$ cat src/design/gtbd_pkg.sv
// Shared types and constants for the gap tolerant blob detector.
// No dependencies; the queue, front, back and top use it by scoped names.
package gtbd_pkg;

   // Configuration register indexes (word address = index)
   localparam logic [2:0] REG_FILTER_PEAK = 3'd0;
   localparam logic [2:0] REG_DOUBLE_PEAK = 3'd1;
   localparam logic [2:0] REG_BAND_FLOOR  = 3'd2;
   localparam logic [2:0] REG_GAP_MAX     = 3'd3;
   localparam logic [2:0] REG_MIN_DENSITY = 3'd4;

   localparam logic [9:0]  GAP_MAX_RESET = 10'd4;
   localparam logic [25:0] SUM26_MAX     = '1;
   localparam logic [26:0] SUM27_MAX     = '1;
   localparam logic [47:0] SUM48_MAX     = '1;
   localparam logic [10:0] CNT11_MAX     = '1;
   localparam logic [15:0] MEAN_MAX      = '1;
   localparam logic [9:0]  LOC_MAX       = '1;

   typedef struct packed {
      logic [15:0] filter_peak;
      logic [16:0] double_peak;
      logic [15:0] band_floor;
      logic [9:0]  gap_max;
      logic [15:0] keep_threshold;
   } cfg_type;

   // One record per accepted sample, front to back
   typedef struct packed {
      logic        pass_start;
      logic        close;
      logic [26:0] weight_sum;
      logic [47:0] moment_sum;
      logic [10:0] sample_count;
      logic [10:0] run_width;
      logic [25:0] total_sum;
      logic [15:0] running_peak;
   } job_type;

   typedef struct packed {
      logic        blob_valid;
      logic [2:0]  blob_slot;
      logic [15:0] blob_peak;
      logic [15:0] blob_density;
      logic [9:0]  blob_location;
      logic [10:0] blob_width;
      logic        slots_full;
      logic [25:0] density_total;
      logic [25:0] blob_mean_total;
      logic [15:0] peak_value;
   } rsp_type;

   // Line store read request from back to front
   typedef struct packed {
      logic       rd_en;
      logic [9:0] rd_addr;
   } mem_req_type;

   typedef enum logic [1:0] {
      B_IDLE,
      B_MEAN,
      B_LOC,
      B_READ
   } back_state_type;

endpackage

$ cat src/design/gtbd_if.sv


interface gtbd_rsp_if;
   logic        valid;
   logic        ready;
   logic        blob_valid;
   logic [2:0]  blob_slot;
   logic [15:0] blob_peak;
   logic [15:0] blob_density;
   logic [9:0]  blob_location;
   logic [10:0] blob_width;
   logic        slots_full;
   logic [25:0] density_total;
   logic [25:0] blob_mean_total;
   logic [15:0] peak_value;

   modport source (output valid, blob_valid, blob_slot, blob_peak, blob_density,
                   blob_location, blob_width, slots_full, density_total,
                   blob_mean_total, peak_value, input ready);
   modport sink (input valid, blob_valid, blob_slot, blob_peak, blob_density,
                 blob_location, blob_width, slots_full, density_total,
                 blob_mean_total, peak_value, output ready);
endinterface

$ cat src/design/gtbd_div.sv
// Serial restoring divider, one quotient bit per cycle.
// Depends on nothing; the back end shares it for mean and centroid.
module gtbd_div (
   input  logic        clock,
   input  logic        reset,
   input  logic        start,
   input  logic [47:0] dividend,
   input  logic [26:0] divisor,
   output logic        done,
   output logic [47:0] quotient
);

   logic [47:0] q_ff, q_in;
   logic [26:0] r_ff, r_in;
   logic [26:0] d_ff;
   logic [5:0]  cnt_ff;
   logic        busy_ff, done_ff, zero_ff;
   logic [27:0] trial;

   // one restoring step
   always_comb begin
      trial = {r_ff, q_ff[47]};
      if (trial >= {1'b0, d_ff}) begin
         r_in = 27'(trial - {1'b0, d_ff});
         q_in = {q_ff[46:0], 1'b1};
      end else begin
         r_in = trial[26:0];
         q_in = {q_ff[46:0], 1'b0};
      end
   end

   always_ff @(posedge clock) begin
      if (reset) begin
         busy_ff <= 1'b0;
         done_ff <= 1'b0;
         cnt_ff  <= '0;
      end else begin
         done_ff <= 1'b0;
         if (start) begin
            busy_ff <= 1'b1;
            cnt_ff  <= '0;
         end else if (busy_ff) begin
            cnt_ff <= cnt_ff + 6'd1;
            if (cnt_ff == 6'd47) begin
               busy_ff <= 1'b0;
               done_ff <= 1'b1;
            end
         end
      end
   end

   always_ff @(posedge clock) begin
      if (start) begin
         q_ff    <= dividend;
         r_ff    <= '0;
         d_ff    <= divisor;
         zero_ff <= (divisor == '0);
      end else if (busy_ff) begin
         q_ff <= q_in;
         r_ff <= r_in;
      end
   end

   // zero divisor reads as zero
   assign done     = done_ff;
   assign quotient = zero_ff ? '0 : q_ff;

endmodule

$ cat src/design/gtbd_back.sv
// Back end (uses gtbd_pkg, gtbd_div): pops jobs, runs the mean division on
// blob close, the centroid if it stores a blob; holds the result register.
module gtbd_back #(
   parameter int BLOB_SLOTS = 8
) (
   input  logic                  clock,
   input  logic                  reset,
   input  gtbd_pkg::cfg_type     cfg,
   input  logic                  q_not_empty,
   input  gtbd_pkg::job_type     head_job,
   output logic                  pop,
   output logic                  close_done,
   output gtbd_pkg::mem_req_type mem_req,
   input  logic [15:0]           rd_data,
   gtbd_rsp_if.source            rsp
);

   localparam int SW = $clog2(BLOB_SLOTS + 1);

   gtbd_pkg::back_state_type state_ff, state_in;
   gtbd_pkg::job_type        job_ff, job_in;
   gtbd_pkg::rsp_type        rsp_ff, rsp_in;
   logic                     rsp_valid_ff, rsp_valid_in;
   logic [25:0]              filt_ff, filt_in;
   logic [SW-1:0]            stored_ff, stored_in;
   logic [15:0]              mean_ff, mean_in;
   logic [9:0]               loc_ff, loc_in;

   logic        div_start, div_done;
   logic [47:0] div_a, div_q;
   logic [26:0] div_b;
   logic        out_free;
   logic [26:0] fsum;
   logic [15:0] mean;
   logic [9:0]  loc;

   gtbd_div u_div (
      .clock    (clock),
      .reset    (reset),
      .start    (div_start),
      .dividend (div_a),
      .divisor  (div_b),
      .done     (div_done),
      .quotient (div_q)
   );

   always_ff @(posedge clock) begin
      if (reset) begin
         state_ff     <= gtbd_pkg::B_IDLE;
         rsp_valid_ff <= 1'b0;
         filt_ff      <= '0;
         stored_ff    <= '0;
      end else begin
         state_ff     <= state_in;
         rsp_valid_ff <= rsp_valid_in;
         filt_ff      <= filt_in;
         stored_ff    <= stored_in;
      end
   end

   always_ff @(posedge clock) begin
      job_ff  <= job_in;
      rsp_ff  <= rsp_in;
      mean_ff <= mean_in;
      loc_ff  <= loc_in;
   end

   // sequencer
   always_comb begin
      state_in     = state_ff;
      job_in       = job_ff;
      rsp_in       = rsp_ff;
      rsp_valid_in = rsp_valid_ff;
      filt_in      = filt_ff;
      stored_in    = stored_ff;
      mean_in      = mean_ff;
      loc_in       = loc_ff;
      pop          = 1'b0;
      close_done   = 1'b0;
      div_start    = 1'b0;
      div_a        = {21'd0, head_job.weight_sum};
      div_b        = {16'd0, head_job.sample_count};
      mem_req      = '0;
      out_free     = !rsp_valid_ff || rsp.ready;
      mean         = (div_q > {32'd0, gtbd_pkg::MEAN_MAX}) ? gtbd_pkg::MEAN_MAX : div_q[15:0];
      loc          = (div_q > {38'd0, gtbd_pkg::LOC_MAX}) ? gtbd_pkg::LOC_MAX : div_q[9:0];
      fsum         = {1'b0, filt_ff} + {11'd0, mean};

      if (rsp_valid_ff && rsp.ready) rsp_valid_in = 1'b0;

      // default result: no blob, running figures only
      unique case (state_ff)
         gtbd_pkg::B_IDLE: begin
            if (q_not_empty && out_free) begin
               pop    = 1'b1;
               job_in = head_job;
               if (head_job.pass_start) begin
                  filt_in   = '0;
                  stored_in = '0;
               end
               if (head_job.close) begin
                  div_start = 1'b1;
                  state_in  = gtbd_pkg::B_MEAN;
               end else begin
                  rsp_in                 = '0;
                  rsp_in.density_total   = head_job.total_sum;
                  rsp_in.blob_mean_total = head_job.pass_start ? '0 : filt_ff;
                  rsp_in.peak_value      = head_job.running_peak;
                  rsp_valid_in           = 1'b1;
               end
            end
         end
         gtbd_pkg::B_MEAN: begin
            if (div_done) begin
               mean_in = mean;
               filt_in = (fsum > {1'b0, gtbd_pkg::SUM26_MAX}) ? gtbd_pkg::SUM26_MAX
                                                               : fsum[25:0];
               rsp_in                 = '0;
               rsp_in.density_total   = job_ff.total_sum;
               rsp_in.blob_mean_total = filt_in;
               rsp_in.peak_value      = job_ff.running_peak;
               if (mean > cfg.keep_threshold && stored_ff < SW'(BLOB_SLOTS)) begin
                  div_start = 1'b1;
                  div_a     = job_ff.moment_sum;
                  div_b     = job_ff.weight_sum;
                  state_in  = gtbd_pkg::B_LOC;
               end else begin
                  rsp_in.slots_full = (mean > cfg.keep_threshold);
                  rsp_valid_in      = 1'b1;
                  close_done        = 1'b1;
                  state_in          = gtbd_pkg::B_IDLE;
               end
            end
         end
         gtbd_pkg::B_LOC: begin
            if (div_done) begin
               loc_in          = loc;
               mem_req.rd_en   = 1'b1;
               mem_req.rd_addr = loc;
               state_in        = gtbd_pkg::B_READ;
            end
         end
         gtbd_pkg::B_READ: begin
            rsp_in.blob_valid    = 1'b1;
            rsp_in.blob_slot     = 3'(stored_ff);
            rsp_in.blob_peak     = rd_data;
            rsp_in.blob_density  = mean_ff;
            rsp_in.blob_location = loc_ff;
            rsp_in.blob_width    = job_ff.run_width;
            rsp_valid_in         = 1'b1;
            stored_in            = stored_ff + SW'(1);
            close_done           = 1'b1;
            state_in             = gtbd_pkg::B_IDLE;
         end
         default: state_in = gtbd_pkg::B_IDLE;
      endcase
   end

   assign rsp.valid           = rsp_valid_ff;
   assign rsp.blob_valid      = rsp_ff.blob_valid;
   assign rsp.blob_slot       = rsp_ff.blob_slot;
   assign rsp.blob_peak       = rsp_ff.blob_peak;
   assign rsp.blob_density    = rsp_ff.blob_density;
   assign rsp.blob_location   = rsp_ff.blob_location;
   assign rsp.blob_width      = rsp_ff.blob_width;
   assign rsp.slots_full      = rsp_ff.slots_full;
   assign rsp.density_total   = rsp_ff.density_total;
   assign rsp.blob_mean_total = rsp_ff.blob_mean_total;
   assign rsp.peak_value      = rsp_ff.peak_value;

   // slot count never passes the slot total
   a_slots: assert property (@(posedge clock) disable iff (reset)
      32'(stored_ff) <= BLOB_SLOTS)
      else $error("slot count overflow");

   // divider is only launched from idle (mean) or after the mean (centroid)
   a_div_start: assert property (@(posedge clock) disable iff (reset)
      div_start |-> (state_ff == gtbd_pkg::B_IDLE || state_ff == gtbd_pkg::B_MEAN))
      else $error("divider started out of sequence");

   // busy states only serve a closing job
   a_close_job: assert property (@(posedge clock) disable iff (reset)
      state_ff != gtbd_pkg::B_IDLE |-> job_ff.close)
      else $error("back end busy without a blob close");

   // store read comes right after the centroid
   a_read_seq: assert property (@(posedge clock) disable iff (reset)
      state_ff == gtbd_pkg::B_READ |-> $past(state_ff == gtbd_pkg::B_LOC))
      else $error("line store read out of sequence");

endmodule

$ cat src/flat_wrapper.sv
// flat-port wrapper written by rule: the top's interface ports become plain ports
module gtbd_back_flat 
#(
   parameter int BLOB_SLOTS = 8
)
  (clock, reset, cfg, q_not_empty, head_job, pop, close_done, mem_req, rd_data, rsp_valid, rsp_blob_valid, rsp_blob_slot, rsp_blob_peak, rsp_blob_density, rsp_blob_location, rsp_blob_width, rsp_slots_full, rsp_density_total, rsp_blob_mean_total, rsp_peak_value, rsp_ready);
  gtbd_rsp_if rsp_i ();
  input  logic clock;
  input  logic reset;
  input  gtbd_pkg::cfg_type cfg;
  input  logic q_not_empty;
  input  gtbd_pkg::job_type head_job;
  output logic pop;
  output logic close_done;
  output gtbd_pkg::mem_req_type mem_req;
  input  logic [15:0] rd_data;
  output wire logic [$bits(rsp_i.valid)-1:0] rsp_valid;
  output wire logic [$bits(rsp_i.blob_valid)-1:0] rsp_blob_valid;
  output wire logic [$bits(rsp_i.blob_slot)-1:0] rsp_blob_slot;
  output wire logic [$bits(rsp_i.blob_peak)-1:0] rsp_blob_peak;
  output wire logic [$bits(rsp_i.blob_density)-1:0] rsp_blob_density;
  output wire logic [$bits(rsp_i.blob_location)-1:0] rsp_blob_location;
  output wire logic [$bits(rsp_i.blob_width)-1:0] rsp_blob_width;
  output wire logic [$bits(rsp_i.slots_full)-1:0] rsp_slots_full;
  output wire logic [$bits(rsp_i.density_total)-1:0] rsp_density_total;
  output wire logic [$bits(rsp_i.blob_mean_total)-1:0] rsp_blob_mean_total;
  output wire logic [$bits(rsp_i.peak_value)-1:0] rsp_peak_value;
  input wire logic [$bits(rsp_i.ready)-1:0] rsp_ready;
  assign rsp_valid = rsp_i.valid;
  assign rsp_blob_valid = rsp_i.blob_valid;
  assign rsp_blob_slot = rsp_i.blob_slot;
  assign rsp_blob_peak = rsp_i.blob_peak;
  assign rsp_blob_density = rsp_i.blob_density;
  assign rsp_blob_location = rsp_i.blob_location;
  assign rsp_blob_width = rsp_i.blob_width;
  assign rsp_slots_full = rsp_i.slots_full;
  assign rsp_density_total = rsp_i.density_total;
  assign rsp_blob_mean_total = rsp_i.blob_mean_total;
  assign rsp_peak_value = rsp_i.peak_value;
  assign rsp_i.ready = rsp_ready;
  gtbd_back #(.BLOB_SLOTS(BLOB_SLOTS)) u_core (.clock(clock), .reset(reset), .cfg(cfg), .q_not_empty(q_not_empty), .head_job(head_job), .pop(pop), .close_done(close_done), .mem_req(mem_req), .rd_data(rd_data), .rsp(rsp_i));
endmodule
$ cat config.mk
export PLATFORM = sky130hd
export DESIGN_NAME = gtbd_back_flat
export DESIGN_NICKNAME = d
export VERILOG_FILES = /design/src/design/gtbd_pkg.sv /design/src/design/gtbd_if.sv /design/src/design/gtbd_div.sv /design/src/design/gtbd_back.sv /design/src/flat_wrapper.sv
export SDC_FILE = /design/constraint.sdc
export NUM_CORES = 1
export LEC_CHECK = 0
export BUFFER_PORTS_ARGS = -buffer_cell sky130_fd_sc_hd__buf_2
export CAP_MARGIN = 20
export CORE_MARGIN = 3
export CORE_UTILIZATION = 56
export DETAILED_ROUTE_END_ITERATION = 12
export PLACE_DENSITY = 0.83
export SLEW_MARGIN = 20
export SYNTH_ARGS = -nofsm -noshare
export SYNTH_HDL_FRONTEND = slang
export SYNTH_HIERARCHICAL = 1
export SYNTH_SLANG_ARGS = --single-unit
$ cat constraint.sdc
create_clock -name clock -period 16.9 [get_ports clock]
set_input_delay 0.845 -clock clock [delete_from_list [all_inputs] [get_ports clock]]
set_output_delay 0.845 -clock clock [all_outputs]
set_load 0.02 [all_outputs]
Word level (Yosys, flattened, before mapping)
Index checks and enable logic that the tools add are counted.
Widths: inputs -> output; s select.

word-level totals
  register bits = 424
  input bits = 236
  output and inout port bits = 140
  word-level logic and storage cells = 125

operators by class
  $add $sub $neg = 4
  order comparisons = 6
  eq/ne operators = 10
  muxes and demuxes = 55
  bitwise logic cells = 1
  reduce and logical (&&, ||, !) cells = 21

operators by type and width
  operator              count
  $mux 126              3
  $mux 48               6
  $pmux 57 s3           1
  $pmux 69 s2           1
  $mux 27               4
  $mux 26               4
  $pmux 26 s2           1
  $gt 48x10->1 const B  1
  $gt 48x16->1 const B  1
  $ge 28x27->1          1
  $add 26x16->27        1
  $gt 27x26->1 const B  1
  $logic_not 27->1      1
  $sub 27x27->27        1
  $mux 11               2
  $mux 1                19
  $gt 16x16->1          1
  $mux 16               1
  $reduce_and 4->1      3
  $mux 10               1
  $mux 2                5
  $ne 2x2->1 const B    5
  $mux 4                2
  $pmux 2 s4            1
  21 further kinds      30

Logic depth before layout (Yosys ltp)
  depth after elaboration = 9
  mapped depth = 23
  mapped depth without buffers = 18

By module
The synthesis kept the hierarchy.

modules (own cells, without submodules)
  module     times used  cells an instance  area each (um^2)  seq. area each (um^2)
  gtbd_back  1           1076               13664.4           9068.7
  gtbd_div   1           624                6402.4            2982.9

Worst setup path after synthesis
No wires, ideal clock.

  kind = input-to-reg
  start = in rsp_ready
  end = reg u_core.u_div.q_ff[0] (enable)
  library setup time = 0.406 ns
  data arrival time = 12.919 ns
  data required time = 16.494 ns
  slack = 3.574 ns
  cell stages on the path = 7
  path buffers = 1
  cell sequence = nand2b_1 > nand2_1 > nor3_1 > a21o_1 > clkbuf_1 > inv_1 > nand2_1

between the ends
  longest elaborated chain between the ends = 5

RTL lines
  element                             line                text
  start, declared                     flat_wrapper.sv:28  input wire logic [$bits(rsp_i.ready)-1:0] rsp_ready;
  $logic_or 1x1->1                    gtbd_back.sv:84     out_free = !rsp_valid_ff || rsp.ready;
  $logic_and 1x1->1                   gtbd_back.sv:94     if (q_not_empty && out_free) begin
  $mux 1                              gtbd_back.sv:94
  $pmux 1 s2                          gtbd_back.sv:92     unique case (state_ff)
  named net u_core.div_start          gtbd_back.sv:29     logic div_start, div_done;
  $reduce_bool 2->1 (no source line)  -
  end signal, assigned                gtbd_div.sv:54      q_ff <= dividend;
  end signal, assigned                gtbd_div.sv:59      q_ff <= q_in;
  end, declared                       gtbd_div.sv:13      logic [47:0] q_ff, q_in;

The timed path passes the listed nets, and every way through them passes these cells.
A chain may end at the register's enable or synchronous reset.

Worst setup path in the final report
  start = reg u_core.u_div.zero_ff
  end = reg u_core.u_div.q_ff[16] (data pin)

between the ends
  longest elaborated chain between the ends = 9
  elaborated cells between the ends (all ways) = 12
  classes of those cells = 2 x order compare; 9 x mux; 1 x reduce/logical

RTL lines
  element                     line              text
  start, declared             gtbd_div.sv:17    logic busy_ff, done_ff, zero_ff;
  start signal, assigned      gtbd_div.sv:57    zero_ff <= (divisor == '0);
  $mux 48                     gtbd_div.sv:66    assign quotient = zero_ff ? '0 : q_ff;
  named net u_core.div_q[25]  gtbd_back.sv:30   logic [47:0] div_a, div_q;
  $gt 48x16->1                gtbd_back.sv:85   mean = (div_q > {32'd0, gtbd_pkg::MEAN_MAX}) ? gtbd_pkg::MEAN_MAX : div_q[15:0];
  $mux 16                     gtbd_back.sv:85
  named net u_core.mean[1]    gtbd_back.sv:34   logic [15:0] mean;
  $gt 16x16->1                gtbd_back.sv:122  if (mean > cfg.keep_threshold && stored_ff < SW'(BLOB_SLOTS)) begin
  $logic_and 1x1->1           gtbd_back.sv:122
  $mux 1                      gtbd_back.sv:122
  $mux 1                      gtbd_back.sv:114  if (div_done) begin
  $pmux 1 s2                  gtbd_back.sv:92
  named net u_core.div_start  gtbd_back.sv:29
  $mux 48                     gtbd_div.sv:53    if (start) begin

The timed path passes the listed nets, and every way through them passes these cells.

==> summary.md <==
| Metric | Value |
|---|---|
| Initial antenna violation count | `4` |
| Max VDD drop | `0.0000974 V` |
| Most frequent cells after synthesis | `edfxtp_1 (356), nand2_1 (229), mux2_2 (86), nor2_1 (86), a21oi_1 (81)` |
| Fmax | `about 0.15 GHz` |
| Vias in the first global route | `between 10000 and 15000` |
| IO buf count | `316` |
| Hold endpoint | `u_core/job_ff[71]` |
| Final WL | `49800 um` |
| FFs w/ async S/R, synth | `0%` |
| Ys flop type | `edfxtp_1` |
| Slew @ Worst Pin | `1.04 ns` |
| Setup TNS | `0 ns` |
| Antenna Violating Nets Remaining | `0` |
| Mapped Cells | `1700` |
| Clock skew after layout | `0.0197 ns` |
| Reg clk slew, reported paths | `0.06 ns` |
| Gpl congestion | `0.927` |
| Worst Path Required | `17.20 ns` |
| Clk sinks | `424` |
| DRT met1 WL | `20000 um` |
| Post-layout min period | `6.64 ns` |
| Clk Tree Root Cell | `clkbuf_16` |
| Seq pwr share | `45.8%` |
| Delay-heaviest family, CP | `simple AND/OR/NAND/NOR gates` |
| Number of enable flip-flop cells after synthesis | `between 300 and 400` |
| Initial core utilization | `57.4%` |
| Fin nets | `2293` |
| H-tree Lvls | `2` |
| Layout area overhead | `17.1%` |
| Register area share after synthesis | `60.1%` |
| Area fraction of the dominant cell type after synthesis | `53.3%` |
| Pwr Density | `117 mW/mm^2` |
| Share of cells above drive strength 1 | `25.8%` |
| Core Util, Final | `67.2%` |
| Post-CTS Setup Inserts | `0` |
| Via density | `5.85` |
| GR Overflow Total | `0` |
| Reg2reg setup slack | `around 10 ns` |
| Final setup fails | `0` |
| Cells after DPL | `2400` |
| Post-CTS Hold Buffers | `0` |
| Met2 wire length | `23500 um` |
| Worst Hold Launch | `head_job[71]` |
| Drt pass-1 iters | `6` |
| Chip width | `195 um` |
| Switching share of power | `between 20 and 30%` |
| Slew Limit Fails | `0` |
| Slowest stage delay, CP | `0.82 ns` |
| Area contributors post-synth | `edfxtp_1 (53%), dfxtp_1 (6.8%), mux2_2 (4.8%)` |
| R2R cell count | `17` |
| Internal cell power | `~2 mW` |
| Total net switching power | `0.769 mW` |
| Gr usage total | `between 20% and 30%` |
| Most used cell, CP | `buf_4` |
| First-pass GRT wire length | `around 77000 um` |
| FF-to-FF Start | `u_core/u_div/zero_ff` |
| Filler cells | `between 2000 and 3000` |
| P_leak | `9.47 nW` |
| RSZ-0062 raised after global routing | `no` |
| Combinational power share | `18.8%` |
| # rows | `between 60 and 70` |
| Met3 routed WL | `3890 um` |
| DRC Markers | `0` |
| Post-Layout Cell Count | `2485` |
| Hold Path Stages | `1` |
| Synth unique cells | `84` |
| Syn_area_per_cell | `11.8 sq um` |
| Cts bufs inserted | `45` |
| Critical setup path kind | `register to register` |
| Critical path startpoint category | `register` |
| Crit path cell chain | `buf_4, nor2b_1, nor4_1, nand2_1, nor4_4, nand2b_1, ha_1, nor2b_1, o21a_1, o21a_1, o21ai_0, o211a_1, nor4_4, buf_4, a21o_4, buf_4, mux2_2` |
| Syn. warnings | `6` |
| Area leader, netlist | `edfxtp_1` |
| Outcome | `complete, no violations` |
| Crit Path Max Fanout | `77` |
| Crit path max-delay cell type | `nor4_4` |
| Via count | `~15000` |
| DR WL/cell | `20.1 um` |
| DR iter-0 viols | `~1200` |
| Max cap viols | `0` |
| HP Class | `input pin to register` |
| Max-slew headroom | `30.6%` |
| Die footprint | `around 0.038 sq mm` |
| Mapped cell area | `0.0201 sq mm` |
| Mapped Nets | `2001` |
| Die height | `around 200 um` |
| Core Box Area | `0.0350 sq mm` |
| Reg2reg end | `u_core/u_div/q_ff[16]` |
| Fin crit share | `39.3%` |
| CP Capture Type | `register` |
| Final Hold Viols | `0` |
| Worst Path Arrival | `about 7 ns` |
| Clock share of power | `a little over a third` |
| Detailed placement HPWL | `34500 um` |
| CTS resizes | `0` |
| I/O pin cnt | `376` |
| Largest net degree at the start of global routing | `92` |
| CTS tree | `done` |
| Clk_lat worst skew | `0.57 ns` |
| #FFs+latches synth | `between 400 and 500` |
| Clock Tree Buf Depth | `3` |
| Top layer reached by signal wires | `met5` |
| Buf/Inv on CP | `3` |
| Count leader, synth | `edfxtp_1` |
==> worst max path at each step <==
| stage | slack [ns] | cells past startpoint | from | to |
|---|---|---|---|---|
| after floorplan | 3.57 | 7 | rsp_ready | u_core/u_div/q_ff[0] |
| after global placement | 10.13 | 17 | u_core/u_div/zero_ff | u_core/u_div/q_ff[35] |
| after detailed placement | 10.23 | 18 | u_core/u_div/zero_ff | u_core/u_div/q_ff[42] |
| after CTS | 10.21 | 18 | u_core/u_div/zero_ff | u_core/u_div/q_ff[23] |
| after global routing | 9.73 | 18 | u_core/u_div/zero_ff | u_core/u_div/q_ff[23] |
| final | 10.26 | 17 | u_core/u_div/zero_ff | u_core/u_div/q_ff[16] |
==> area by class of cell <==
type / instances / area (sq um) / share of cell area (%)
repair buffers: 328 / 1690 / 7.19
inverters: 63 / 236 / 1.01
clock buffers: 55 / 1190 / 5.09
clock inverters: 28 / 270 / 1.15
well taps: 455 / 569 / 2.42
flip-flops and latches: 424 / 12100 / 51.3
diodes: 2 / 5.00 / 0.0213
multi-input cells: 1130 / 7470 / 31.8
==> power groups by stage <==
stage	Combinational [mW]	Clock, mW	Sequential, mW
after floorplan	0.356	0	1.30
after global placement	0.495	0	1.28
after detailed placement	0.507	0	1.28
after CTS	0.512	0.993	1.26
after global routing	0.574	1.03	1.27
final	0.518	0.977	1.26
==> stage by stage <==
| step | total power, mW | hold WS [ns] | cell area [sq um] | worst slack [ns] |
|---|---|---|---|---|
| after floorplan | 1.66 | 0.449 | 20100 | 3.57 |
| after global placement | 1.78 | 0.464 | 22000 | 10.13 |
| after detailed placement | 1.79 | 0.474 | 22000 | 10.23 |
| after CTS | 2.77 | 0.430 | 23500 | 10.21 |
| after global routing | 2.88 | 0.435 | 23500 | 9.73 |
| final | 2.76 | 0.453 | 23500 | 10.26 |
==> kinds of logic (layout without fill, tap and decap cells) <==
group | count (synthesis) | after routing | share of synthesized area, %
AO/OA/AOI/OAI | 291 | 291 | 9.85
XOR/XNOR | 33 | 33 | 1.44
adder cells (fa/ha/maj) | 65 | 65 | 4.13
buffers and inverters | 146 | 474 | 2.99
flip-flops | 424 | 424 | 60.1
multiplexers | 90 | 90 | 5.03
other | 0 | 2 | 0
AND/OR/NAND/NOR | 651 | 651 | 16.5
==> layout by cell type, fill, tap and decap left out, drive strengths merged, types with 6 or more instances in the layout <==
cell,instances
a311oi,26
inv,67
a211oi,15
or2,14
a31oi,12
nor2,87
xnor2,14
nor4,21
o21a,9
o21ai,56
clkinv,17
nor2b,54
o31ai,10
and2,54
dfxtp,68
clkbuf,55
nand2,230
buf,328
a21oi,84
o211ai,10
nand2b,25
a21o,24
ha,63
nand4,17
nand3,31
edfxtp,356
o22ai,6
or3,7
and3,65
mux2,86
nor3,26
xor2,19
==> state kept, by name, indices dropped and copies added (netlist names), 11 cells and up, named ones only <==
register	count
u_core/rsp.blob_peak	16
u_core/u_div/d_ff	27
u_core/mean_ff	16
u_core/job_ff	128
u_core/u_div/q_ff	48
u_core/u_div/r_ff	27
u_core/rsp.density_total	26
u_core/rsp.blob_density	16
u_core/rsp.peak_value	16
u_core/rsp.blob_width	11
u_core/rsp.blob_mean_total	26
u_core/filt_ff	26
==> routing by layer <==
metal  up-vias  global-route usage, %
met3       144                   6.40
li1       6829                      -
met4         4                   11.9
met5         -                      0
met2       607                   41.2
met1      6952                   32.6
No activity file was read; power rests on OpenSTA's default activity.
