## src/design/gtbd_pkg.sv

```systemverilog
// Shared types and constants for the gap tolerant blob detector.
// No dependencies; the queue, front, back and top use it by scoped names.
package gtbd_pkg;

   // Configuration register indexes (word address = index)
   localparam logic [2:0] REG_FILTER_PEAK = 3'd0;
   localparam logic [2:0] REG_DOUBLE_PEAK = 3'd1;
   localparam logic [2:0] REG_BAND_FLOOR  = 3'd2;
   localparam logic [2:0] REG_GAP_MAX     = 3'd3;
   localparam logic [2:0] REG_MIN_DENSITY = 3'd4;

   localparam logic [9:0]  GAP_MAX_RESET = 10'd4;
   localparam logic [25:0] SUM26_MAX     = '1;
   localparam logic [26:0] SUM27_MAX     = '1;
   localparam logic [47:0] SUM48_MAX     = '1;
   localparam logic [10:0] CNT11_MAX     = '1;
   localparam logic [15:0] MEAN_MAX      = '1;
   localparam logic [9:0]  LOC_MAX       = '1;

   typedef struct packed {
      logic [15:0] filter_peak;
      logic [16:0] double_peak;
      logic [15:0] band_floor;
      logic [9:0]  gap_max;
      logic [15:0] keep_threshold;
   } cfg_type;

   // One record per accepted sample, front to back
   typedef struct packed {
      logic        pass_start;
      logic        close;
      logic [26:0] weight_sum;
      logic [47:0] moment_sum;
      logic [10:0] sample_count;
      logic [10:0] run_width;
      logic [25:0] total_sum;
      logic [15:0] running_peak;
   } job_type;

   typedef struct packed {
      logic        blob_valid;
      logic [2:0]  blob_slot;
      logic [15:0] blob_peak;
      logic [15:0] blob_density;
      logic [9:0]  blob_location;
      logic [10:0] blob_width;
      logic        slots_full;
      logic [25:0] density_total;
      logic [25:0] blob_mean_total;
      logic [15:0] peak_value;
   } rsp_type;

   // Line store read request from back to front
   typedef struct packed {
      logic       rd_en;
      logic [9:0] rd_addr;
   } mem_req_type;

   typedef enum logic [1:0] {
      B_IDLE,
      B_MEAN,
      B_LOC,
      B_READ
   } back_state_type;

endpackage

```

## src/design/gtbd_queue.sv

```systemverilog
// Two-entry job queue between the front and back ends.
// Depends on gtbd_pkg for the job record.
module gtbd_queue (
   input  logic              clock,
   input  logic              reset,
   input  logic              push,
   input  gtbd_pkg::job_type push_job,
   output logic              not_full,
   input  logic              pop,
   output logic              not_empty,
   output gtbd_pkg::job_type head_job
);

   gtbd_pkg::job_type slot_ff [2];
   logic       wr_ptr_ff, rd_ptr_ff;
   logic [1:0] count_ff;

   assign not_full  = (count_ff != 2'd2);
   assign not_empty = (count_ff != 2'd0);
   assign head_job  = slot_ff[rd_ptr_ff];

   always_ff @(posedge clock) begin
      if (reset) begin
         wr_ptr_ff <= 1'b0;
         rd_ptr_ff <= 1'b0;
         count_ff  <= '0;
      end else begin
         if (push) wr_ptr_ff <= ~wr_ptr_ff;
         if (pop)  rd_ptr_ff <= ~rd_ptr_ff;
         unique case ({push, pop})
            2'b10:   count_ff <= count_ff + 2'd1;
            2'b01:   count_ff <= count_ff - 2'd1;
            default: count_ff <= count_ff;
         endcase
      end
   end

   always_ff @(posedge clock) begin
      if (push) slot_ff[wr_ptr_ff] <= push_job;
   end

endmodule

```

## config.mk

```make
export PLATFORM = sky130hd
export DESIGN_NAME = gtbd_queue
export DESIGN_NICKNAME = d
export VERILOG_FILES = /design/src/design/gtbd_pkg.sv /design/src/design/gtbd_queue.sv
export SDC_FILE = /design/constraint.sdc
export NUM_CORES = 1
export LEC_CHECK = 0
export BUFFER_PORTS_ARGS = -buffer_cell sky130_fd_sc_hd__buf_2
export CORE_UTILIZATION = 50
export CTS_CLUSTER_SIZE = 8
export DETAILED_ROUTE_END_ITERATION = 12
export PLACE_DENSITY = 0.76
export SLEW_MARGIN = 30
export SYNTH_ARGS = -nofsm -noshare
export SYNTH_HDL_FRONTEND = slang
export SYNTH_SLANG_ARGS = --single-unit
```

## constraint.sdc

```tcl
create_clock -name clock -period 9.8 [get_ports clock]
set_input_delay 1.47 -clock clock [delete_from_list [all_inputs] [get_ports clock]]
set_output_delay 1.47 -clock clock [all_outputs]
set_load 0.02 [all_outputs]
```

==> Word-level counts from Yosys, hierarchy flattened <==
Memories as Yosys holds them, arrays and structs flattened. A register that Yosys moved wholly into a read port is not among the register bits.
Cells that the tools add are included.
{ "op_classes": {"add_sub_neg": 2, "mul": 0, "div": 0, "n_lt_le_gt_ge": 0, "eq_ne": 3, "shift": 0, "muxes": 5, "bitwise_logic": 2, "reduce_logical": 2} }
{ "ops": {"columns": ["cell", "count"], "rows": [
  ["$mux W1", 4],
  ["$pmux W2 S2", 1],
  ["$reduce_bool A2 Y1", 2],
  ["$add A2 B1 Y2 const B", 1],
  ["$eq A2 B1 Y1 const B", 1],
  ["$eq A2 B2 Y1 const B", 1],
  ["$ne A2 B2 Y1 const B", 1],
  ["$not A1 Y1", 2],
  ["$sub A2 B1 Y2 const B", 1]
]} }
{ "word_totals": {"reg_bits": 4, "latchBits": 0, "ramBits": 282, "rom_bits": 0, "input_bits": 145, "mem_count": 1} }
{ "memory_table": {"columns": ["name", "words", "word_bits", "rd", "rd_ports_with_merged_regs", "wr", "line_no", "source"], "rows": [
  ["slot_ff", 2, 141, 1, 1, 1, "gtbd_queue.sv:14", "gtbd_pkg::job_type slot_ff [2];"]
]} }

==> Logic depth before layout (Yosys ltp) <==
Gate-level depths: netlist of run 1.
{ "logic_depth": {"depth_word": 3, "ltp_mapped": 5, "depth_no_buf": 5} }

==> Worst setup path before layout of run 1 <==
No wires, ideal clock.
{ "synth_path": {"path_type": "input -> register", "start": "input port push", "end": "memory slot_ff[0][0] (netlist name) (enable)", "t_arrival_ns": 7.433, "required_time_ns": 9.153, "path_slack_ns": 1.720, "cell_stages": 2, "n_path_buf": 0, "cell_sequence": "inv_1 nor2_1"} }
{ "synth_via": {"elab_chain_cells": 2} }
{ "synth_rtl": {"columns": ["element", "line_no", "source"], "rows": [
  ["from (decl)", "gtbd_queue.sv:6", "input logic push,"],
  ["$mux W1", "gtbd_queue.sv:39", "if (push) slot_ff[wr_ptr_ff] <= push_job;"],
  ["$mux W1 (not written as such)", "gtbd_queue.sv:39", null],
  ["to (decl)", "gtbd_queue.sv:14", null]
]} }
No other way between the ends.

==> results of run 1 <==
worst min-delay path, stage by stage (launching register included):
cell and delay [ns]:
dfxtp_1 0.32, o21ai_0 0.07, a21oi_1 0.06
layout make-up:
cell class | count | area (µm²) | area share [%]
sequential | 287 | 8570 | 63.2
multi-input combinational | 157 | 2040 | 15.0
timing repair buffer | 295 | 1550 | 11.4
clock buffer | 49 | 1060 | 7.79
tap | 275 | 344 | 2.54
inverter | 1 | 3.75 | 0.0277
synthesized netlist by cell type:
cell type  number  area [µm²]
ha_1            1        12.5
mux2_4         90        1350
nand2b_1        1        6.26
and2_1          1        6.26
a21oi_1         1        5.00
edfxtp_1      282        8470
xnor2_1         3        26.3
xor2_1          1        8.76
o21ai_0         1        5.00
or3_1           1        6.26
dfxtp_1         5         100
buf_6          10         113
or2_2           1        6.26
mux2_2         51         574
buf_2           6        30.0
inv_1           1        3.75
nor2_1          5        18.8
cell families (layout without fill, tap and decap cells):
group                      after synthesis  after routing  synth area share [%]
AOI/OAI and AO/OA                        2              2                0.0931
and+or+nand+nor                          9              9                 0.408
xor gates and xnor gates                 4              4                 0.326
adders and majority gates                1              1                 0.116
buffers and inverters                   17            345                  1.36
muxes                                  141            141                  17.9
DFF                                    287            287                  79.8
how the worst min path moves through the flow:
stage | startpoint | end | cells after the start
4_1_cts | count_ff[1] | count_ff[1] | 2
5_1_grt | count_ff[1] | count_ff[1] | 2
6_report | count_ff[1] | count_ff[1] | 2
3_3_place_gp | count_ff[1] | count_ff[1] | 2
3_5_place_dp | count_ff[1] | count_ff[1] | 2
2_1_floorplan | count_ff[1] | count_ff[1] | 2
placed cells by master (no fill, tap or decap), drive strengths merged:
master | Yosys | routed
o21ai | 1 | 1
ha | 1 | 1
dfxtp | 5 | 5
edfxtp | 282 | 282
a21oi | 1 | 1
and2 | 1 | 1
nor2 | 5 | 5
xnor2 | 3 | 3
mux2 | 141 | 141
nand2b | 1 | 1
or2 | 1 | 1
xor2 | 1 | 1
buf | 16 | 295
inv | 1 | 1
clkbuf | 0 | 49
or3 | 1 | 1
power by group through the flow:
stage / Sequential, mW / Combinational [mW] / Clock, mW
finish: 1.46 / 0.372 / 1.17
global route: 1.47 / 0.395 / 1.25
CTS: 1.46 / 0.374 / 1.20
detailed placement: 1.48 / 0.372 / 0
floorplan: 1.48 / 0.253 / 0
global placement: 1.48 / 0.361 / 0
sequential cells by signal, indices dropped and copies added, names as in the netlist, named ones only:
name / count
wr_ptr_ff: 1
count_ff: 2
slot_ff: 282
rd_ptr_ff: 1
metal layers:
layer	track usage (%)	up-vias	part of all wire, %
met2	31.3	243	51
met5	0	-	0
met4	5.21	0	1.7
li1	-	2465	-
met3	5.37	32	8.2
met1	21.3	2635	39
==> impl_results.md, run 1 <==
- Status: complete, no violations
- Die Y-Extent: 149 µm
- DP Area: 0.0125 mm²
- Setup violators final: 0
- Vias/cell: 5.05
- Worst slew pin tran: 0.970 ns
- Crit path depth: 3
- DRT Wirelength: 20300 µm
- Initial Util: 51.1%
- Fillcell total: 1427
- Syn_nets: 607
- Critical Path AT: 2.49 ns
- Vias in the first global route: 5770
- Gr ovfl total: 0
- Worst Hold Class: reg -> reg
- Fin Setup TNS: 0 ns
- Crit-path cells: buf_4, mux2_2, buf_2
- Wire per inst: 19.0 µm
- PostCTS Resize Cnt: 0
- Vias: 5375
- Synthesis-to-finish area growth: 26.2%
- Antenna diodes: 0
- Critical path's top delay family: buffers and inverters
- Inserted Clock Buffers: 41
- Gate power share: 12.4%
- Tot GR Track Use: 17.9%
- P_sw: 667 µW
- RR Endpoint: slot_ff[0][111]
- CTS H-tree lvls: 2
- DP HPWL: 13500 µm
- Slew HR: 35.3%
- Finished Layout Cells: 1064
- Synth unique cells: 17
- ANT nets after route: 0
- Share of cells above drive strength 1: 61.0%
- DP Worst Slack: 6.17 ns
- Inst Count DP: 1014
- Tmin final: 3.96 ns
- Final hold violation count: 0
- I/O Pins: 288
- R2r worst-path depth: 3
- Reg power frac: 48.6%
- Clock latency on the worst-skew pair: 0.49 ns
- Clock network fraction of design power: 39.0%
- Post-synthesis register bit count: 287
- Syn Inst Count: 461
- Max cap viols: 0
- Post-CTS Hold Buffers: 0
- CP max-delay cell: buf_4
- Fmax: 252 MHz
- Seq/Total Area, Yosys: 79.8%
- CP Class: reg -> out
- TritonRoute pass-1 iters: 4
- Post-Layout Inst Area: 0.0136 mm²
- PwrDens: 222 mW/mm²
- Mapped Area: 0.0107 mm²
- CP peak stage delay: 0.76 ns
- CTS tree: yes
- Final worst setup slack: 5.84 ns
- Clk buf depth: 3
- Crit share post-route: 40.4%
- Sw Ratio: 22.2%
- RD Place Congestion: 0.733
- CP Capture Type: output port
- Unrepaired setup endpoints after global routing: no
- Internal power: 2.34 mW
- Final setup skew: 0.00867 ns
- Drt drc: 0
- Critical Path Fanout Max: 64
- Sum of buffers and inverters on the critical path: 2
- Port Buf Inserts: 287
- Die ar.: 0.0221 mm²
- Leak Pwr: 5.30 nW
- Max Transition Viols Final: 0
- FP Rows: 53
- Reg clk slew, reported paths: 0.05 ns
- Syn. warnings: 0
- Tot Pwr: 3.01 mW
- Worst path required time: 8.33 ns
- Die X: 149 µm
- Initial antenna violation count: 0
- Worst flop-to-flop path startpoint: wr_ptr_ff
- Max VDD drop: 0.000163 V
- CTS root buf: clkbuf_16
- First-pass GRT wire length: 30100 µm
- WHS: 0.506 ns
- Nets@finish: 929
- Initial drt markers: 253
- CP startpoint kind: register
- Syn_area_per_cell: 23.3 µm²
- R2r setup slk: 7.67 ns
- TritonCTS Sinks: 287
- Pin count of the biggest net entering global routing: 65
- CP endpoint: head_job[35]
- Placeable core area: 0.0210 mm²
- Layout Utilization: 64.5%
- Post-CTS Setup Bufs: 0
Power figures use the tool's default switching activity.
==> inputs of run 2 (changes only) <==
--- a/config.mk
+++ b/config.mk
@@ -5,6 +5,7 @@
 export SDC_FILE = /design/constraint.sdc
 export NUM_CORES = 1
 export LEC_CHECK = 0
+export ABC_AREA = 1
 export BUFFER_PORTS_ARGS = -buffer_cell sky130_fd_sc_hd__buf_2
 export CORE_UTILIZATION = 50
 export CTS_CLUSTER_SIZE = 8
==> constraint.sdc (replaced) <==
create_clock -name clock -period 4 [get_ports clock]
set_input_delay 0.6 -clock clock [delete_from_list [all_inputs] [get_ports clock]]
set_output_delay 0.6 -clock clock [all_outputs]
set_load 0.02 [all_outputs]
==> run 2 against run 1 <==
  * Sequential cell count stayed put
  * Cell count is 1.6% higher
  * Critical path type unchanged
  * Register-to-register slack worse by 5.6 ns
  * Global-route usage is 0.21 points lower
  * Design area is 0.53% higher
  * Critical endpoint is now head_job[127]
  * Sequential power is 140% higher
  * Clock skew is 0.00052 ns higher
  * Worst hold slack worse by 0.23 ns
==> impl_results.md, run 2 <==
- Sum of buffers and inverters on the critical path: 2 (unchanged)
- Multi-input logic area: 0.00203 mm² (-0.12%)
- DP HPWL: 13300 µm (-1.6%)
- Initial Util: 51.1% (about the same)
- Clock network fraction of design power: 40.7% (+1.7 points)
- Initial antenna violation count: 6 (+6)
- CP max-delay cell: dfxtp_4
- Final hold violation count: 0 (unchanged)
- PostCTS Resize Cnt: 0 (unchanged)
- Final setup skew: 0.00920 ns (+0.000524 ns)
- P_sw: 1.66 mW (+150%)
- WHS: 0.273 ns (-0.233 ns)
- Crit share post-route: 73.5%
- DP Worst Slack: 1.56 ns (-4.61 ns)
- First-pass GRT wire length: 29600 µm (-1.4%)
- Layout Utilization: 64.6% (+0.14 points)
- TritonRoute pass-1 iters: 4 (unchanged)
- Clock latency on the worst-skew pair: 0.51 ns (+0.02 ns)
- CTS H-tree lvls: 2 (unchanged)
- Syn_nets: 617 (+1.6%)
- Seq/Total Area, Yosys: 79.6% (-0.21 points)
- Worst path required time: 3.40 ns (-4.93 ns)
- Pin count of the biggest net entering global routing: 78 (+20%)
- Syn Inst Count: 471 (+2.2%)
- Inst Count DP: 1025 (+1.1%)
- Reg clk slew, reported paths: 0.05 ns (about the same)
- Vias in the first global route: 5829 (+1.0%)
- Max VDD drop: 0.000404 V (+150%)
- Number of flops mapped to enable cells by yosys: 282 (unchanged)
- Drt drc: 0 (unchanged)
- Status: complete, no violations
- Top cell type's share of synthesized area: 78.6% (-0.21 points)
- Max Transition Viols Final: 0 (unchanged)
- Nets@finish: 939 (+1.1%)
- Worst slew pin tran: 0.961 ns (-0.00853 ns)
- Top cells by count, synth: 282 x edfxtp_1, 90 x mux2_4, 51 x mux2_2, 10 x buf_6, 8 x nor2_1
- Top FF cell, synth: edfxtp_1
- Die X: 149 µm (+0.13%)
- Die ar.: 0.0221 mm² (+0.26%)
- Fillcell total: 1452 (+1.8%)
- Count leader, synth: edfxtp_1
- Leak Pwr: 5.35 nW (+1.0%)
- Unrepaired setup endpoints after global routing: no
- PwrDens: 544 mW/mm² (+150%)
- Simple-gate share of the synthesized area: 0.651% (+0.24 points)
- CP Class: reg -> out
- Post-synthesis register bit count: 287 (unchanged)
- Reg power frac: 48.0% (-0.6 points)
- Crit-path cells: buf_4, mux2_4, buf_2
- Share of cells above drive strength 1: 60.2% (-0.76 points)
- Gr ovfl total: 0 (unchanged)
- Die Y-Extent: 149 µm (+0.13%)
- RD Place Congestion: 0.761 (+3.8%)
- Port Buf Inserts: 287 (unchanged)
- Vias: 5418 (+0.80%)
- Wire per inst: 18.5 µm (-2.7%)
- Mapped Area: 0.0108 mm² (+0.27%)
- Vias/cell: 5.01 (-0.79%)
- Largest registers: slot_ff x282, count_ff x2
- Register area: 0.00857 mm² (unchanged)
- Post-CTS Setup Bufs: 0 (unchanged)
- Setup violators final: 0 (unchanged)
- CP Capture Type: output port
- FP Rows: 53 (unchanged)
- Max cap viols: 0 (unchanged)
- Commonest cells after routing, fill and taps aside: 287 x buf_2, 282 x edfxtp_1, 90 x mux2_4, 51 x mux2_2, 42 x clkbuf_16
- Largest family of logic cells by synthesized area: multiplexers
- TritonCTS Sinks: 287 (unchanged)
- Post-CTS Hold Buffers: 0 (unchanged)
- Most flops, register: slot_ff
- CTS tree: yes
- CP peak stage delay: 0.87 ns (+0.11 ns)
- Final worst setup slack: 1.06 ns (-4.78 ns)
- Max FFs per register: 282 (unchanged)
- Sw Ratio: 22.4% (+0.25 points)
- Fin Setup TNS: 0 ns (unchanged)
- Gate power share: 11.3% (-1.1 points)
- Slew HR: 35.9% (+0.57 points)
- Finished Layout Cells: 1081 (+1.6%)
- Synthesis-to-finish area growth: 26.5%
- CTS root buf: clkbuf_16
- Internal power: 5.75 mW (+150%)
- Post-synthesis mux area share: 17.9% (-0.048 points)
- Synth unique cells: 17 (unchanged)
- Post-Synth Adder-Cell Area: 0.116% (-0.00031 points)
- Async SR Flop Fraction: 0% (unchanged)
- Tot GR Track Use: 17.7% (-0.21 points)
- Critical path's top delay family: flip-flops
- Most common cell after layout, fill and taps aside: buf_2
- Placeable core area: 0.0211 mm² (+0.32%)
- Initial drt markers: 240 (-5.1%)
- Fmax: 340 MHz
- Top cell type by total area after synthesis: edfxtp_1
- Clk buf depth: 3 (unchanged)
- Synth Area in Compound Gates: 0.0929% (-0.00025 points)
- Tmin final: 2.94 ns
- ANT nets after route: 0 (unchanged)
- Worst Hold Class: in -> reg
- I/O Pins: 288 (unchanged)
- CP startpoint kind: register
- Inserted Clock Buffers: 41 (unchanged)
- Syn_area_per_cell: 22.9 µm² (-1.9%)
- Xor-xnor portion of the synthesized cell area: 0.0813% (-0.24 points)
- DRT Wirelength: 20000 µm (-1.2%)
- Critical Path AT: 2.34 ns (-0.15 ns)
- Synth top area cells: edfxtp_1 79%, mux2_4 13%, mux2_2 5.3%, buf_6 1.0%, dfxtp_1 0.93%
- Syn. warnings: 0 (unchanged)
- Critical Path Fanout Max: 57 (-11%)
-- run 2: changes by cell type in the layout (fill, tap and decap cells not counted), moves of 2 or more --
cell	change
diode_2	+2
xnor2_1	-2
buf_4	+2
inv_1	+4
nand2_1	+6
clkbuf_1	+2
nor2_1	+3
-- run 2: cell type report --
type,count,share of cell area (%)
flip-flops and latches,287,62.9
multi-input cells,162,14.9
repair buffers,295,11.2
clock buffers,52,7.99
well taps,275,2.52
clock inverters,2,0.266
inverters,6,0.202
diodes,2,0.0367
-- run 2: worst paths after layout --
check,slack (ns),endpoint,start,depth (start not counted)
setup reg to reg,2.04,slot_ff[1][97],wr_ptr_ff,3
hold / removal,0.27,slot_ff[0][4],push_job[4],1
setup / recovery,1.06,head_job[127],register,3
hold reg to reg,0.53,rd_ptr_ff,rd_ptr_ff,2
-- run 2: worst reg2reg max path, delay by kind of cell (launching register included) --
kind / cells / cell delay (ns)
buffers and inverters: 2 / 1.09
DFF: 1 / 0.39
and+or+nand+nor: 1 / 0.13
-- run 2: metal layers --
metal,share of wire [%],vias up,track usage [%]
met5,0.18,-,0
met4,2.4,6,7.09
met3,9.3,45,7.00
met2,51,236,31.1
met1,37,2629,19.0
li1,-,2502,-
-- run 2: logic make-up after synthesis --
group / Yosys count
AO/OA/AOI/OAI: 2
XOR/XNOR: 1
adder cells (fa/ha/maj): 1
buffers and inverters: 22
flip-flops: 287
multiplexers: 141
AND/OR/NAND/NOR: 17
-- run 2: power by group through the flow --
stage / Clock (mW) / Combinational [mW] / Sequential, mW
6_report: 3.01 / 0.838 / 3.56
5_1_grt: 3.20 / 0.888 / 3.57
4_1_cts: 3.08 / 0.849 / 3.56
3_5_place_dp: 0 / 0.846 / 3.61
3_3_place_gp: 0 / 0.826 / 3.60
2_1_floorplan: 0 / 0.587 / 3.59
-- run 2: metrics by stage --
stage | cell area, µm² | power (mW)
6_report | 13600 | 7.41
5_1_grt | 13600 | 7.66
4_1_cts | 13600 | 7.49
3_5_place_dp | 12500 | 4.46
3_3_place_gp | 12500 | 4.43
2_1_floorplan | 10800 | 4.17
==> inputs of run 3 (changes only) <==
--- a/config.mk
+++ b/config.mk
@@ -7,10 +7,10 @@
 export LEC_CHECK = 0
 export ABC_AREA = 1
 export BUFFER_PORTS_ARGS = -buffer_cell sky130_fd_sc_hd__buf_2
-export CORE_UTILIZATION = 50
+export CORE_UTILIZATION = 47
 export CTS_CLUSTER_SIZE = 8
 export DETAILED_ROUTE_END_ITERATION = 12
-export PLACE_DENSITY = 0.76
+export PLACE_DENSITY = 0.75
 export SLEW_MARGIN = 30
 export SYNTH_ARGS = -nofsm -noshare
 export SYNTH_HDL_FRONTEND = slang
==> constraint.sdc (replaced) <==
create_clock -name clock -period 2.7 [get_ports clock]
set_input_delay 0.405 -clock clock [delete_from_list [all_inputs] [get_ports clock]]
set_output_delay 0.405 -clock clock [all_outputs]
set_load 0.02 [all_outputs]
==> run 3 against run 2 <==
  * Via count increased by 0.20%
  * Core utilization decreased by 3.8 points
  * Power increased by 48%
  * Critical endpoint is now head_job[109]
  * Die area increased by 6.3%
  * Clock skew decreased by 0.00098 ns
  * Clock power increased by 48%
  * Worst hold slack got worse by 0.19 ns
  * Wire length decreased by 0.11%
  * Non-clock buffer count increased by 1
  * Largest power group unchanged
  * Clock-buffer cell count unchanged
==> impl_results.md, run 3 (synthesis results as in run 2) <==
- Vias in the first global route: 5628 (-3.4%)
- Post-CTS Hold Buffers: 0 (unchanged)
- Wire per inst: 18.3 µm (-1.2%)
- Register area: 0.00857 mm² (unchanged)
- Crit path depth: 3 (unchanged)
- PostCTS Resize Cnt: 0 (unchanged)
- CP Class: reg -> out
- Commonest cells after routing, fill and taps aside: 287 x buf_2, 282 x edfxtp_1, 90 x mux2_4, 51 x mux2_2, 43 x clkbuf_16
- Gr ovfl total: 0 (unchanged)
- Setup violators final: 0 (unchanged)
- Initial antenna violation count: 5 (-1)
- Status: complete, no violations
- Die ar.: 0.0235 mm² (+6.3%)
- RR Endpoint: slot_ff[1][89]
- Sw Ratio: 21.9% (-0.49 points)
- WHS: 0.0869 ns (-0.187 ns)
- CTS H-tree lvls: 2 (unchanged)
- Multi-input logic area: 0.00205 mm² (+0.80%)
- Share of cells above drive strength 1: 60.6% (+0.37 points)
- Drt drc: 0 (unchanged)
- Internal power: 8.56 mW (+49%)
- Max VDD drop: 0.000538 V (+33%)
- Unrepaired setup endpoints after global routing: no
- Final hold violation count: 0 (unchanged)
- Tot GR Track Use: 16.5% (-1.2 points)
- Fillcell total: 1666 (+15%)
- DP HPWL: 13000 µm (-2.2%)
- Post-CTS Setup Bufs: 0 (unchanged)
- Most flops, register: slot_ff
- Pin count of the biggest net entering global routing: 111 (+42%)
- TritonRoute pass-1 iters: 4 (unchanged)
- Worst flop-to-flop path startpoint: wr_ptr_ff
- Critical path's top delay family: buffers and inverters
- Most common cell after layout, fill and taps aside: buf_2
- Worst path required time: 2.30 ns (-1.10 ns)
- Tot Pwr: 11.0 mW (+48%)
- Initial Util: 47.7% (-3.4 points)
- TritonCTS Sinks: 287 (unchanged)
- R2r worst-path depth: 3 (unchanged)
- Nets@finish: 940 (+0.11%)
- CP endpoint: head_job[109]
- CP startpoint kind: register
- CP max-delay cell: buf_12
- Largest registers: slot_ff x282, count_ff x2
- Initial drt markers: 247 (+2.9%)
- CP Capture Type: output port
- Vias/cell: 4.97 (-0.90%)
- Critical Path Fanout Max: 84 (+47%)
- Max cap viols: 0 (unchanged)
- First-pass GRT wire length: 29700 µm (+0.11%)
- ANT nets after route: 0 (unchanged)
- Gate power share: 11.7% (+0.4 points)
- Synthesis-to-finish area growth: 27.6%
- CTS tree: yes
- RD Place Congestion: 0.745 (-2.1%)
- Critical Path AT: 1.96 ns (-0.38 ns)
- Clk buf depth: 3 (unchanged)
- P_sw: 2.41 mW (+45%)
- Placeable core area: 0.0226 mm² (+7.0%)
- Slew HR: 54.8% (+19 points)
- PwrDens: 798 mW/mm² (+47%)
- Die Y-Extent: 153 µm (+3.1%)
- Reg power frac: 47.8% (-0.2 points)
- Crit-path cells: buf_12, mux2_4, buf_2
- R2r setup slk: 1.10 ns (-0.94 ns)
- Worst Hold Class: in -> reg
- Die X: 153 µm (+3.1%)
- Final setup skew: 0.00821 ns (-0.000984 ns)
- Tmin final: 2.36 ns
- DRT Wirelength: 20000 µm (-0.11%)
- Max Transition Viols Final: 0 (unchanged)
- Max FFs per register: 282 (unchanged)
- FP Rows: 55 (+3.8%)
- Sum of buffers and inverters on the critical path: 2 (unchanged)
- Worst slew pin tran: 0.678 ns (-0.284 ns)
- CP peak stage delay: 0.42 ns (-0.45 ns)
- Reg clk slew, reported paths: 0.05 ns (about the same)
- Port Buf Inserts: 287 (unchanged)
- Clock network fraction of design power: 40.5% (-0.2 points)
- Clock latency on the worst-skew pair: 0.50 ns (about the same)
- Leak Pwr: 5.37 nW (+0.40%)
- Fmax: 423 MHz
- Crit share post-route: 87.5%
- CTS root buf: clkbuf_16
- Vias: 5429 (+0.20%)
- I/O Pins: 288 (unchanged)
- Inserted Clock Buffers: 41 (unchanged)
- Fin Setup TNS: 0 ns (unchanged)
run 3: how the worst min path moves through the flow:
stage	end	slack (ns)	startpoint	cells past startpoint
after detailed placement	register	0.51	rd_ptr_ff	2
after CTS	slot_ff[1][93]	0.06	push_job[93]	1
after floorplan	register	0.48	reset	1
after global placement	register	0.49	rd_ptr_ff	2
after global routing	slot_ff[1][33]	0.06	push_job[33]	1
final	slot_ff[1][4]	0.09	push_job[4]	1
run 3: routing by layer:
| layer | up-vias | track usage [%] | share of wire [%] |
|---|---|---|---|
| met5 | - | 0 | 0.065 |
| met4 | 2 | 7.52 | 2.5 |
| met3 | 47 | 5.70 | 8.5 |
| met2 | 242 | 27.9 | 51 |
| met1 | 2638 | 19.0 | 38 |
| li1 | 2500 | - | - |
run 3: area by class of cell:
cell class	instances	share of cell area, %
flip-flops and latches	287	62.4
multi-input cells	162	14.9
repair buffers	296	11.6
clock buffers	52	8.08
well taps	285	2.60
inverters	6	0.282
diodes	4	0.0729
clock inverters	1	0.0638
run 3: power groups by stage:
stage               Sequential [mW]  Combinational [mW]  Clock [mW]
floorplan                      5.31               0.872           0
global placement               5.30                1.28           0
detailed placement             5.32                1.30           0
CTS                            5.24                1.31        4.56
global route                   5.25                1.37        4.74
finish                         5.24                1.28        4.45
run 3: metrics by stage:
step | utilization (%) | instances | worst slack, ns | instance area [µm²]
6_report | 60.9 | 1093 | 0.338 | 13700
5_1_grt | 60.9 | 1092 | 0.269 | 13700
4_1_cts | 60.8 | 1089 | 0.314 | 13700
3_5_place_dp | 55.9 | 1036 | 0.859 | 12600
3_3_place_gp | 55.9 | 1036 | 0.879 | 12600
2_1_floorplan | - | 471 | -0.228 | 10800
